**src/smaa_pkg.sv**
```systemverilog
// Shared types and constants for the sensor moving-average alarm block.
// Holds item structs, status and register codes, and the sequencer states.
// No dependencies.
package smaa_pkg;

  localparam int MAX_SENSORS_DEF = 16;
  localparam int AVG_LENGTH_DEF  = 5;

  localparam int VAL_W  = 16;
  localparam int ID_W   = 16;
  localparam int FILL_W = 5;   // 0 to 16 samples
  localparam int SLOT_W = 4;   // 0 to 15

  localparam logic signed [VAL_W-1:0] HOT_LIMIT_RST  = 16'sd7680;
  localparam logic signed [VAL_W-1:0] COLD_LIMIT_RST = 16'sd2560;

  typedef enum logic [0:0] {
    KIND_MAP    = 1'b0,
    KIND_SAMPLE = 1'b1
  } kind_t;

  typedef enum logic [1:0] {
    ST_STORED  = 2'd0,
    ST_FULL    = 2'd1,
    ST_UNKNOWN = 2'd2,
    ST_TAKEN   = 2'd3
  } status_t;

  typedef enum logic [0:0] {
    CFG_HOT_LIMIT  = 1'b0,
    CFG_COLD_LIMIT = 1'b1
  } cfg_reg_t;

  typedef enum logic [2:0] {
    S_IDLE,
    S_SCAN,
    S_UPDATE,
    S_SUM,
    S_LAST,
    S_DIV
  } state_t;

  typedef struct packed {
    kind_t                    kind;
    logic [ID_W-1:0]          probe_id;
    logic [ID_W-1:0]          room_id;
    logic signed [VAL_W-1:0]  sample_value;
  } in_item_t;

  typedef struct packed {
    status_t                  status;
    logic [ID_W-1:0]          room_of_sensor;
    logic signed [VAL_W-1:0]  average;
    logic                     average_valid;
    logic                     too_hot;
    logic                     too_cold;
  } out_item_t;

  // One sensor's table row: mapping plus window bookkeeping
  typedef struct packed {
    logic [ID_W-1:0]          probe_id;
    logic [ID_W-1:0]          room_id;
    logic [FILL_W-1:0]        fill;
    logic [SLOT_W-1:0]        slot;
    logic signed [VAL_W-1:0]  average;
  } entry_t;

endpackage

```
**src/smaa_ram.sv**
```systemverilog
// Simple dual-port synchronous RAM, one write and one registered read port.
// Used for the sensor table and the sample history. No dependencies.
module smaa_ram #(
  parameter int WIDTH = 16,
  parameter int DEPTH = 16,
  parameter int AW    = (DEPTH > 1) ? $clog2(DEPTH) : 1
) (
  input  logic             clk,
  input  logic             we,
  input  logic [AW-1:0]    waddr,
  input  logic [WIDTH-1:0] wdata,
  input  logic [AW-1:0]    raddr,
  output logic [WIDTH-1:0] rdata
);

  logic [WIDTH-1:0] mem [DEPTH];

  always_ff @(posedge clk) begin
    if (we) begin
      mem[waddr] <= wdata;
    end
  end

  always_ff @(posedge clk) begin
    rdata <= mem[raddr];
  end

endmodule

```
**src/smaa_avg.sv**
```systemverilog
// Window average: signed sum divided by the window length, truncated toward zero.
// Three-stage pipeline using a reciprocal multiply; depends on smaa_pkg.
module smaa_avg #(
  parameter int AVG_LENGTH = smaa_pkg::AVG_LENGTH_DEF,
  parameter int SUM_W      = 21
) (
  input  logic                              clk,
  input  logic                              rst_n,
  input  logic                              start,
  input  logic signed [SUM_W-1:0]           sum,
  output logic                              done,
  output logic signed [smaa_pkg::VAL_W-1:0] avg
);

  localparam int    VW     = smaa_pkg::VAL_W;
  localparam int    MAG_W  = SUM_W;
  // Shift wide enough that the rounded-up reciprocal is exact for every magnitude
  localparam int    SHIFT  = MAG_W + $clog2(AVG_LENGTH) + 1;
  localparam int    RCP_W  = SHIFT + 1;
  localparam longint RECIP = ((longint'(1) << SHIFT) + AVG_LENGTH - 1) / AVG_LENGTH;
  localparam int    PROD_W = MAG_W + RCP_W;

  logic [MAG_W-1:0]  mag_r;
  logic [MAG_W-1:0]  mag_nxt;
  logic              neg1_r;
  logic              neg2_r;
  logic              v1_r;
  logic              v2_r;
  logic              done_r;
  logic [PROD_W-1:0] prod_r;
  logic [VW-1:0]     quo;
  logic [VW-1:0]     avg_nxt;
  logic signed [VW-1:0] avg_r;

  assign mag_nxt = sum[SUM_W-1] ? MAG_W'(-sum) : MAG_W'(sum);
  assign quo     = prod_r[SHIFT +: VW];
  assign avg_nxt = neg2_r ? (~quo + 1'b1) : quo;

  always_ff @(posedge clk) begin
    if (!rst_n) begin
      v1_r   <= 1'b0;
      v2_r   <= 1'b0;
      done_r <= 1'b0;
    end else begin
      v1_r   <= start;
      v2_r   <= v1_r;
      done_r <= v2_r;
    end
  end

  always_ff @(posedge clk) begin
    mag_r  <= mag_nxt;
    neg1_r <= sum[SUM_W-1];
    prod_r <= PROD_W'(mag_r) * PROD_W'(RCP_W'(RECIP));
    neg2_r <= neg1_r;
    avg_r  <= $signed(avg_nxt);
  end

  assign done = done_r;
  assign avg  = avg_r;

endmodule

```
**src/sensor_moving_average_alarm_core.sv**
```systemverilog
// Channel  | ports                        | handshake
// input    | start, busy, in_item         | taken when start high and busy low
// result   | out_strobe, out_item         | one-cycle strobe per item, no backpressure
// config   | cfg_we, cfg_index, cfg_wdata | written when cfg_we high
//
// Map items, and samples arriving with an empty table, give their result in the
// cycle after acceptance and never raise busy. A sample for a mapped sensor takes
// one table memory read per scanned entry up to its row; while the window is
// filling its result follows the row update, and once the window is full it also
// takes one history read per window slot, then three divider stages.
// Reset is synchronous; table and history need no clearing pass. Results cannot be
// stalled; busy stays high until the item's result is registered.
// Depends on smaa_pkg, smaa_ram and smaa_avg.
module sensor_moving_average_alarm_core #(
  parameter int MAX_SENSORS = smaa_pkg::MAX_SENSORS_DEF,
  parameter int AVG_LENGTH  = smaa_pkg::AVG_LENGTH_DEF
) (
  input  logic                            clk,
  input  logic                            rst_n,
  input  logic                            start,
  output logic                            busy,
  input  smaa_pkg::in_item_t              in_item,
  output logic                            out_strobe,
  output smaa_pkg::out_item_t             out_item,
  input  logic                            cfg_we,
  input  logic [0:0]                      cfg_index,
  input  logic [smaa_pkg::VAL_W-1:0]      cfg_wdata
);

  localparam int VW         = smaa_pkg::VAL_W;
  localparam int IDX_W      = (MAX_SENSORS > 1) ? $clog2(MAX_SENSORS) : 1;
  localparam int CNT_W      = $clog2(MAX_SENSORS + 1);
  localparam int HIST_DEPTH = MAX_SENSORS * AVG_LENGTH;
  localparam int HA_W       = (HIST_DEPTH > 1) ? $clog2(HIST_DEPTH) : 1;
  localparam int K_W        = (AVG_LENGTH > 1) ? $clog2(AVG_LENGTH) : 1;
  localparam int SUM_W      = VW + 1 + $clog2(AVG_LENGTH);
  localparam int ENTRY_W    = $bits(smaa_pkg::entry_t);
  localparam int FW         = smaa_pkg::FILL_W;
  localparam int SW         = smaa_pkg::SLOT_W;

  smaa_pkg::state_t    state_r, state_nxt;
  smaa_pkg::in_item_t  item_r, item_nxt;
  smaa_pkg::entry_t    entry_r, entry_nxt;
  smaa_pkg::entry_t    upd_entry;
  smaa_pkg::out_item_t out_item_r, out_item_nxt;
  logic                out_strobe_r, out_strobe_nxt;
  logic [IDX_W-1:0]    idx_r, idx_nxt;
  logic [K_W-1:0]      k_r, k_nxt;
  logic                rd_vld_r, rd_vld_nxt;
  logic signed [SUM_W-1:0] acc_r, acc_nxt;
  logic [CNT_W-1:0]    entry_count_r, entry_count_nxt;
  logic signed [VW-1:0] hot_limit_r, hot_limit_nxt;
  logic signed [VW-1:0] cold_limit_r, cold_limit_nxt;

  logic                ent_we;
  logic [IDX_W-1:0]    ent_waddr;
  smaa_pkg::entry_t    ent_wdata;
  logic [IDX_W-1:0]    ent_raddr;
  logic [ENTRY_W-1:0]  ent_rdata_raw;
  smaa_pkg::entry_t    ent_rdata;

  logic                hist_we;
  logic [HA_W-1:0]     hist_base;
  logic [HA_W-1:0]     hist_waddr;
  logic [HA_W-1:0]     hist_raddr;
  logic [VW-1:0]       hist_rdata;

  logic                div_start;
  logic signed [SUM_W-1:0] div_sum;
  logic                div_done;
  logic signed [VW-1:0] div_avg;

  logic [FW-1:0]       fill_new;
  logic [SW-1:0]       slot_new;

  assign ent_rdata  = smaa_pkg::entry_t'(ent_rdata_raw);
  assign hist_base  = HA_W'(idx_r * AVG_LENGTH);
  assign hist_waddr = hist_base + HA_W'(entry_r.slot);
  assign hist_raddr = hist_base + HA_W'(k_r);
  assign div_sum    = acc_r + SUM_W'($signed(hist_rdata));

  // Window bookkeeping after this sample is written
  assign fill_new = (entry_r.fill < FW'(AVG_LENGTH)) ? entry_r.fill + 1'b1 : entry_r.fill;
  assign slot_new = (entry_r.slot == SW'(AVG_LENGTH - 1)) ? '0 : entry_r.slot + 1'b1;

  always_comb begin
    upd_entry      = entry_r;
    upd_entry.fill = fill_new;
    upd_entry.slot = slot_new;
  end

  smaa_ram #(
    .WIDTH (ENTRY_W),
    .DEPTH (MAX_SENSORS)
  ) u_entry_ram (
    .clk   (clk),
    .we    (ent_we),
    .waddr (ent_waddr),
    .wdata (ent_wdata),
    .raddr (ent_raddr),
    .rdata (ent_rdata_raw)
  );

  smaa_ram #(
    .WIDTH (VW),
    .DEPTH (HIST_DEPTH)
  ) u_hist_ram (
    .clk   (clk),
    .we    (hist_we),
    .waddr (hist_waddr),
    .wdata (item_r.sample_value),
    .raddr (hist_raddr),
    .rdata (hist_rdata)
  );

  smaa_avg #(
    .AVG_LENGTH (AVG_LENGTH),
    .SUM_W      (SUM_W)
  ) u_avg (
    .clk   (clk),
    .rst_n (rst_n),
    .start (div_start),
    .sum   (div_sum),
    .done  (div_done),
    .avg   (div_avg)
  );

  always_comb begin
    hot_limit_nxt  = hot_limit_r;
    cold_limit_nxt = cold_limit_r;
    if (cfg_we) begin
      unique case (cfg_index)
        smaa_pkg::CFG_HOT_LIMIT:  hot_limit_nxt  = $signed(cfg_wdata);
        smaa_pkg::CFG_COLD_LIMIT: cold_limit_nxt = $signed(cfg_wdata);
        default: ;
      endcase
    end
  end

  always_comb begin
    state_nxt       = state_r;
    item_nxt        = item_r;
    entry_nxt       = entry_r;
    idx_nxt         = idx_r;
    k_nxt           = k_r;
    rd_vld_nxt      = 1'b0;
    acc_nxt         = acc_r;
    entry_count_nxt = entry_count_r;
    out_strobe_nxt  = 1'b0;
    out_item_nxt    = out_item_r;
    ent_we          = 1'b0;
    ent_waddr       = idx_r;
    ent_wdata       = upd_entry;
    ent_raddr       = (state_r == smaa_pkg::S_IDLE) ? '0 : idx_r + 1'b1;
    hist_we         = 1'b0;
    div_start       = 1'b0;

    unique case (state_r)
      smaa_pkg::S_IDLE: begin
        if (start) begin
          item_nxt = in_item;
          if (in_item.kind == smaa_pkg::KIND_MAP) begin
            out_strobe_nxt = 1'b1;
            out_item_nxt   = '0;
            if (entry_count_r == CNT_W'(MAX_SENSORS)) begin
              out_item_nxt.status = smaa_pkg::ST_FULL;
            end else begin
              ent_we                      = 1'b1;
              ent_waddr                   = entry_count_r[IDX_W-1:0];
              ent_wdata                   = '0;
              ent_wdata.probe_id          = in_item.probe_id;
              ent_wdata.room_id           = in_item.room_id;
              entry_count_nxt             = entry_count_r + 1'b1;
              out_item_nxt.status         = smaa_pkg::ST_STORED;
              out_item_nxt.room_of_sensor = in_item.room_id;
            end
          end else if (entry_count_r == '0) begin
            out_strobe_nxt      = 1'b1;
            out_item_nxt        = '0;
            out_item_nxt.status = smaa_pkg::ST_UNKNOWN;
          end else begin
            // Row 0 is being read this cycle
            idx_nxt   = '0;
            state_nxt = smaa_pkg::S_SCAN;
          end
        end
      end

      smaa_pkg::S_SCAN: begin
        if (ent_rdata.probe_id == item_r.probe_id) begin
          entry_nxt = ent_rdata;
          state_nxt = smaa_pkg::S_UPDATE;
        end else if ((CNT_W'(idx_r) + CNT_W'(1)) == entry_count_r) begin
          out_strobe_nxt      = 1'b1;
          out_item_nxt        = '0;
          out_item_nxt.status = smaa_pkg::ST_UNKNOWN;
          state_nxt           = smaa_pkg::S_IDLE;
        end else begin
          idx_nxt = idx_r + 1'b1;
        end
      end

      smaa_pkg::S_UPDATE: begin
        hist_we   = 1'b1;
        entry_nxt = upd_entry;
        if (fill_new == FW'(AVG_LENGTH)) begin
          acc_nxt   = '0;
          k_nxt     = '0;
          state_nxt = smaa_pkg::S_SUM;
        end else begin
          ent_we                      = 1'b1;
          out_strobe_nxt              = 1'b1;
          out_item_nxt                = '0;
          out_item_nxt.status         = smaa_pkg::ST_TAKEN;
          out_item_nxt.room_of_sensor = entry_r.room_id;
          out_item_nxt.average        = entry_r.average;
          state_nxt                   = smaa_pkg::S_IDLE;
        end
      end

      smaa_pkg::S_SUM: begin
        // Issue one history read a cycle; add the previous one's data
        rd_vld_nxt = 1'b1;
        if (rd_vld_r) begin
          acc_nxt = div_sum;
        end
        k_nxt = k_r + 1'b1;
        if (k_r == K_W'(AVG_LENGTH - 1)) begin
          state_nxt = smaa_pkg::S_LAST;
        end
      end

      smaa_pkg::S_LAST: begin
        div_start = 1'b1;
        state_nxt = smaa_pkg::S_DIV;
      end

      smaa_pkg::S_DIV: begin
        if (div_done) begin
          // entry_r already holds the advanced slot and fill; the write adds the new average
          ent_we                      = 1'b1;
          ent_wdata                   = entry_r;
          ent_wdata.average           = div_avg;
          entry_nxt.average           = div_avg;
          out_strobe_nxt              = 1'b1;
          out_item_nxt.status         = smaa_pkg::ST_TAKEN;
          out_item_nxt.room_of_sensor = entry_r.room_id;
          out_item_nxt.average        = div_avg;
          out_item_nxt.average_valid  = 1'b1;
          out_item_nxt.too_hot        = (div_avg > hot_limit_r);
          out_item_nxt.too_cold       = (div_avg < cold_limit_r);
          state_nxt                   = smaa_pkg::S_IDLE;
        end
      end

      default: state_nxt = smaa_pkg::S_IDLE;
    endcase
  end

  always_ff @(posedge clk) begin
    if (!rst_n) begin
      state_r       <= smaa_pkg::S_IDLE;
      entry_count_r <= '0;
      out_strobe_r  <= 1'b0;
      rd_vld_r      <= 1'b0;
      hot_limit_r   <= smaa_pkg::HOT_LIMIT_RST;
      cold_limit_r  <= smaa_pkg::COLD_LIMIT_RST;
    end else begin
      state_r       <= state_nxt;
      entry_count_r <= entry_count_nxt;
      out_strobe_r  <= out_strobe_nxt;
      rd_vld_r      <= rd_vld_nxt;
      hot_limit_r   <= hot_limit_nxt;
      cold_limit_r  <= cold_limit_nxt;
    end
  end

  always_ff @(posedge clk) begin
    item_r     <= item_nxt;
    entry_r    <= entry_nxt;
    idx_r      <= idx_nxt;
    k_r        <= k_nxt;
    acc_r      <= acc_nxt;
    out_item_r <= out_item_nxt;
  end

  assign busy       = (state_r != smaa_pkg::S_IDLE);
  assign out_strobe = out_strobe_r;
  assign out_item   = out_item_r;

  a_strobe_when_idle: assert property (@(posedge clk) disable iff (!rst_n)
    out_strobe_r |-> !busy)
    else $error("result strobe while an item is still in progress");

  a_count_bounded: assert property (@(posedge clk) disable iff (!rst_n)
    entry_count_r <= CNT_W'(MAX_SENSORS))
    else $error("entry count beyond table size");

  a_valid_only_taken: assert property (@(posedge clk) disable iff (!rst_n)
    out_strobe_r |-> (!out_item_r.average_valid || out_item_r.status == smaa_pkg::ST_TAKEN))
    else $error("average flagged valid on a result that is not a sample");

  a_accept_progress: assert property (@(posedge clk) disable iff (!rst_n)
    (rst_n && start && !busy) |=> (busy || out_strobe_r))
    else $error("accepted item neither in progress nor answered");

endmodule

```
**config.mk**
```make
export PLATFORM = sky130hd
export DESIGN_NAME = sensor_moving_average_alarm_core
export DESIGN_NICKNAME = d
export VERILOG_FILES = /design/src/smaa_pkg.sv /design/src/smaa_ram.sv /design/src/smaa_avg.sv /design/src/sensor_moving_average_alarm_core.sv
export SDC_FILE = /design/constraint.sdc
export NUM_CORES = 2
export LEC_CHECK = 0
export BUFFER_PORTS_ARGS = -buffer_cell sky130_fd_sc_hd__buf_2
export CORE_MARGIN = 5
export CORE_UTILIZATION = 57
export DETAILED_ROUTE_END_ITERATION = 7
export GPL_ROUTABILITY_DRIVEN = 1
export HOLD_SLACK_MARGIN = 0.05
export PLACE_DENSITY = 0.75
export SLEW_MARGIN = 20
export SYNTH_ARGS = -nofsm -noshare
export SYNTH_HDL_FRONTEND = slang
export SYNTH_SLANG_ARGS = --single-unit
```
**constraint.sdc**
```tcl
create_clock -name clk -period 5.64 [get_ports clk]
set_input_delay 0 -clock clk [delete_from_list [all_inputs] [get_ports clk]]
set_output_delay 0 -clock clk [all_outputs]
set_load 0.02 [all_outputs]
```
==> impl_metrics.json <==
{
  "cts_buffers": 233,
  "fin_worst_skew_ns": 0.0819,
  "clockBufferDepth": 3,
  "fin_util_pct": 65.4,
  "worst_slew_pin_slew_ns": 1.13,
  "die_area_um2": 194000,
  "slew_headroom_pct": 24.6,
  "cp_data_arrival_time_ns": 6.37,
  "drc_errors": 0,
  "clk_pin_slew_worst_paths_ns": 0.06,
  "cts-htree-levels": 4,
  "grt_pass1_vias": 60700,
  "dr.first_iter.drc_count": 7657,
  "grt_use_met1_pct": 37.5,
  "yosys.area.top_type": "edfxtp_1",
  "period_share_pct": 98.9,
  "use_met2_pct": 46.2,
  "ios": 109,
  "yosysWarningCount": 0,
  "post-route-min-period_ns": 5.58,
  "cts_root_buf": "clkbuf_16",
  "max_freq_mhz": 179,
  "grt-ovfl-total": 0,
  "coreArea_um2": 185000,
  "rows": 158,
  "required_ns": 6.43,
  "startpoint_type": "register",
  "grt_pass1_wl_um": 397000,
  "ys_seq_area_share_pct": 69.8,
  "grt_max_degree": 175,
  "firstDrtPassIters": 6,
  "crit_path_end_kind": "register",
  "critPathMostFrequentCell": "fa_1",
  "rsz0062_at_grt": "true",
  "netlist_top_cells_count": "edfxtp_1, nand2_1, mux4_2",
  "synthArstFlopShare_pct": 0,
  "path_cells": "buf_4 > ha_2 > xor2_2 > ha_4 > fa_1 > fa_1 > fa_1 > fa_1 > ha_4 > ha_4 > a211oi_2 > nand2_1 > a211oi_2 > nand4b_1 > and2_4 > a41o_4 > buf_4 > o21a_1 > nor2_2 > xnor2_1",
  "slew_viol_final": 0,
  "cp_slowest_stage_delay_ns": 0.61,
  "cts_tree": "built",
  "max-cap-violations": 0,
  "dp_hpwl_um": 149000,
  "syn_inst": 6172,
  "layout-drive-gt1-share_pct": 22.6,
  "top_usage_layer": "met2",
  "clkLatencyLatePin_ns": 0.88,
  "path_class": "register to register",
  "hold_viol_final": 0,
  "io_buffers": 108,
  "synth_area_per_cell_um2": 17.1,
  "critical_path_buf_inv_count": 2,
  "yosysUniqueCellTypes": 69,
  "min_path_type": "input pin to register",
  "drt_wl_total_um": 270000,
  "status": "finished clean",
  "die_h_um": 441,
  "initial_core_util_pct": 57.2,
  "grtUsageMet3_pct": 5.17,
  "ys_ff_latch": 2517,
  "crit_family": "adder cells",
  "clock_sinks": 2517,
  "setup_viol": 0,
  "antenna_found_initial": 21,
  "wl_per_cell_um": 28.8,
  "syn_nets": 6636,
  "vias_per_cell": 6.36,
  "synthTopCellsByArea": "edfxtp_1, mux4_2, dfxtp_1",
  "yosys.area.top_type_share_pct": 66.5,
  "drtAntennaViolNets": 0,
  "place.gp.congestion": 0.831,
  "synth_edf_count": 2345,
  "syn_area_um2": 106000,
  "fillers": 12200,
  "nets": 7124,
  "area_delta_synth_final_pct": 14.4,
  "synthFlopType": "edfxtp_1",
  "synth_most_common_cell": "edfxtp_1",
  "die_w_um": 441,
  "slowest_stage": "fa_1",
  "grtUsageTotal_pct": 27.8,
  "num_vias": 59500,
  "crit_fanout": 5
}
==> kinds of logic (layout without fill, tap and decap cells) <==
group                    after synthesis  after routing  share of synthesized area, %
other                                  0              9                             0
AND/OR/NAND/NOR                      964            964                          3.86
buffers and inverters                558           1257                          2.05
AO/OA/AOI/OAI                        839            839                          5.10
multiplexers                         778            778                          12.6
adder cells (fa/ha/maj)              394            394                          5.61
XOR/XNOR                             122            122                          1.01
flip-flops                          2517           2517                          69.8
==> registers in the layout (all words and copies together) (netlist names), 4 cells and up <==
signal and flops:
cold_limit_r 16, u_avg.prod_r 16, hot_limit_r 16, u_avg.avg 16, out_item 37, item_r 32
u_avg.mag_r 20, u_hist_ram.rdata 16, u_entry_ram.rdata 57, entry_r 57, entry_count_r 5, acc_r 20
u_entry_ram.mem 912, u_hist_ram.mem 1280, idx_r 4
==> tightest hold or removal path, cell delays in order <==
cell           delay, ns
dlygate4sd3_1       0.65
buf_2               0.18
nand2_1             0.05
a21boi_0            0.06
==> path summary, 6_finish.rpt <==
| path | from | to | slack [ns] | cells after the start |
|---|---|---|---|---|
| setup / recovery | u_avg.mag_r[0] | u_avg.prod_r[33] | 0.06 | 20 |
| hold / removal | cfg_wdata[0] | cold_limit_r[0] | 0.14 | 4 |
| setup reg to reg | u_avg.mag_r[0] | u_avg.prod_r[33] | 0.06 | 20 |
| hold reg to reg | u_avg.neg1_r | u_avg.neg2_r | 0.34 | 0 |
==> final cells by class <==
| cell class | count | area (µm²) | area share [%] |
|---|---|---|---|
| flip-flops and latches | 2517 | 73900 | 61.1 |
| multi-input cells | 3097 | 30400 | 25.1 |
| clock buffers | 293 | 6200 | 5.12 |
| repair buffers | 564 | 4690 | 3.87 |
| well taps | 2480 | 3100 | 2.56 |
| clock inverters | 153 | 1750 | 1.44 |
| inverters | 247 | 928 | 0.767 |
| diodes | 9 | 22.5 | 0.0186 |
==> per-stage QoR <==
step / area, µm² / setup slack [ns] / std cells / setup TNS (ns) / hold WS [ns]
2_1_floorplan: 106000 / 0.0310 / 6172 / 0 / 0.0989
3_3_place_gp: 111000 / -0.305 / 8750 / -1.69 / 0.177
3_5_place_dp: 111000 / -0.426 / 8750 / -2.88 / 0.178
4_1_cts: 121000 / 0.00587 / 9345 / 0 / 0.0811
5_1_grt: 121000 / -0.116 / 9356 / -0.518 / 0.106
6_report: 121000 / 0.0627 / 9360 / 0 / 0.143
==> timing repair <==
action | CTS | global route
setup endpoints to repair | 12 | 11
hold buffers | 149 | 0
buffers inserted | 0 | 4
gates resized for setup | 29 | 41
endpoints found under the hold margin | 654 | 0
pin swaps | 7 | 21
==> metal layers <==
layer	up-vias	share of wire, %
met2	3615	50
met4	6	3.5
met1	30400	37
met5	-	0.013
met3	553	9.8
li1	25000	-
==> cell usage in the layout (no fill, tap or decap), types with 52 or more instances in the layout <==
cell	n
a21oi_1	330
a221oi_1	59
a32o_1	57
and2_1	64
buf_2	108
buf_4	279
clkbuf_16	233
dfxtp_1	156
dlygate4sd3_1	149
edfxtp_1	2345
fa_1	131
ha_1	232
inv_1	241
mux2_2	244
mux2i_1	118
mux4_2	416
nand2_1	538
nor2_1	199
o21ai_0	170
o221ai_1	58
xnor2_1	52
xor2_1	62
Power is left out: the tool's default activity adds up to more than one toggle a clock period on the data nets, which glitch-free logic cannot reach.
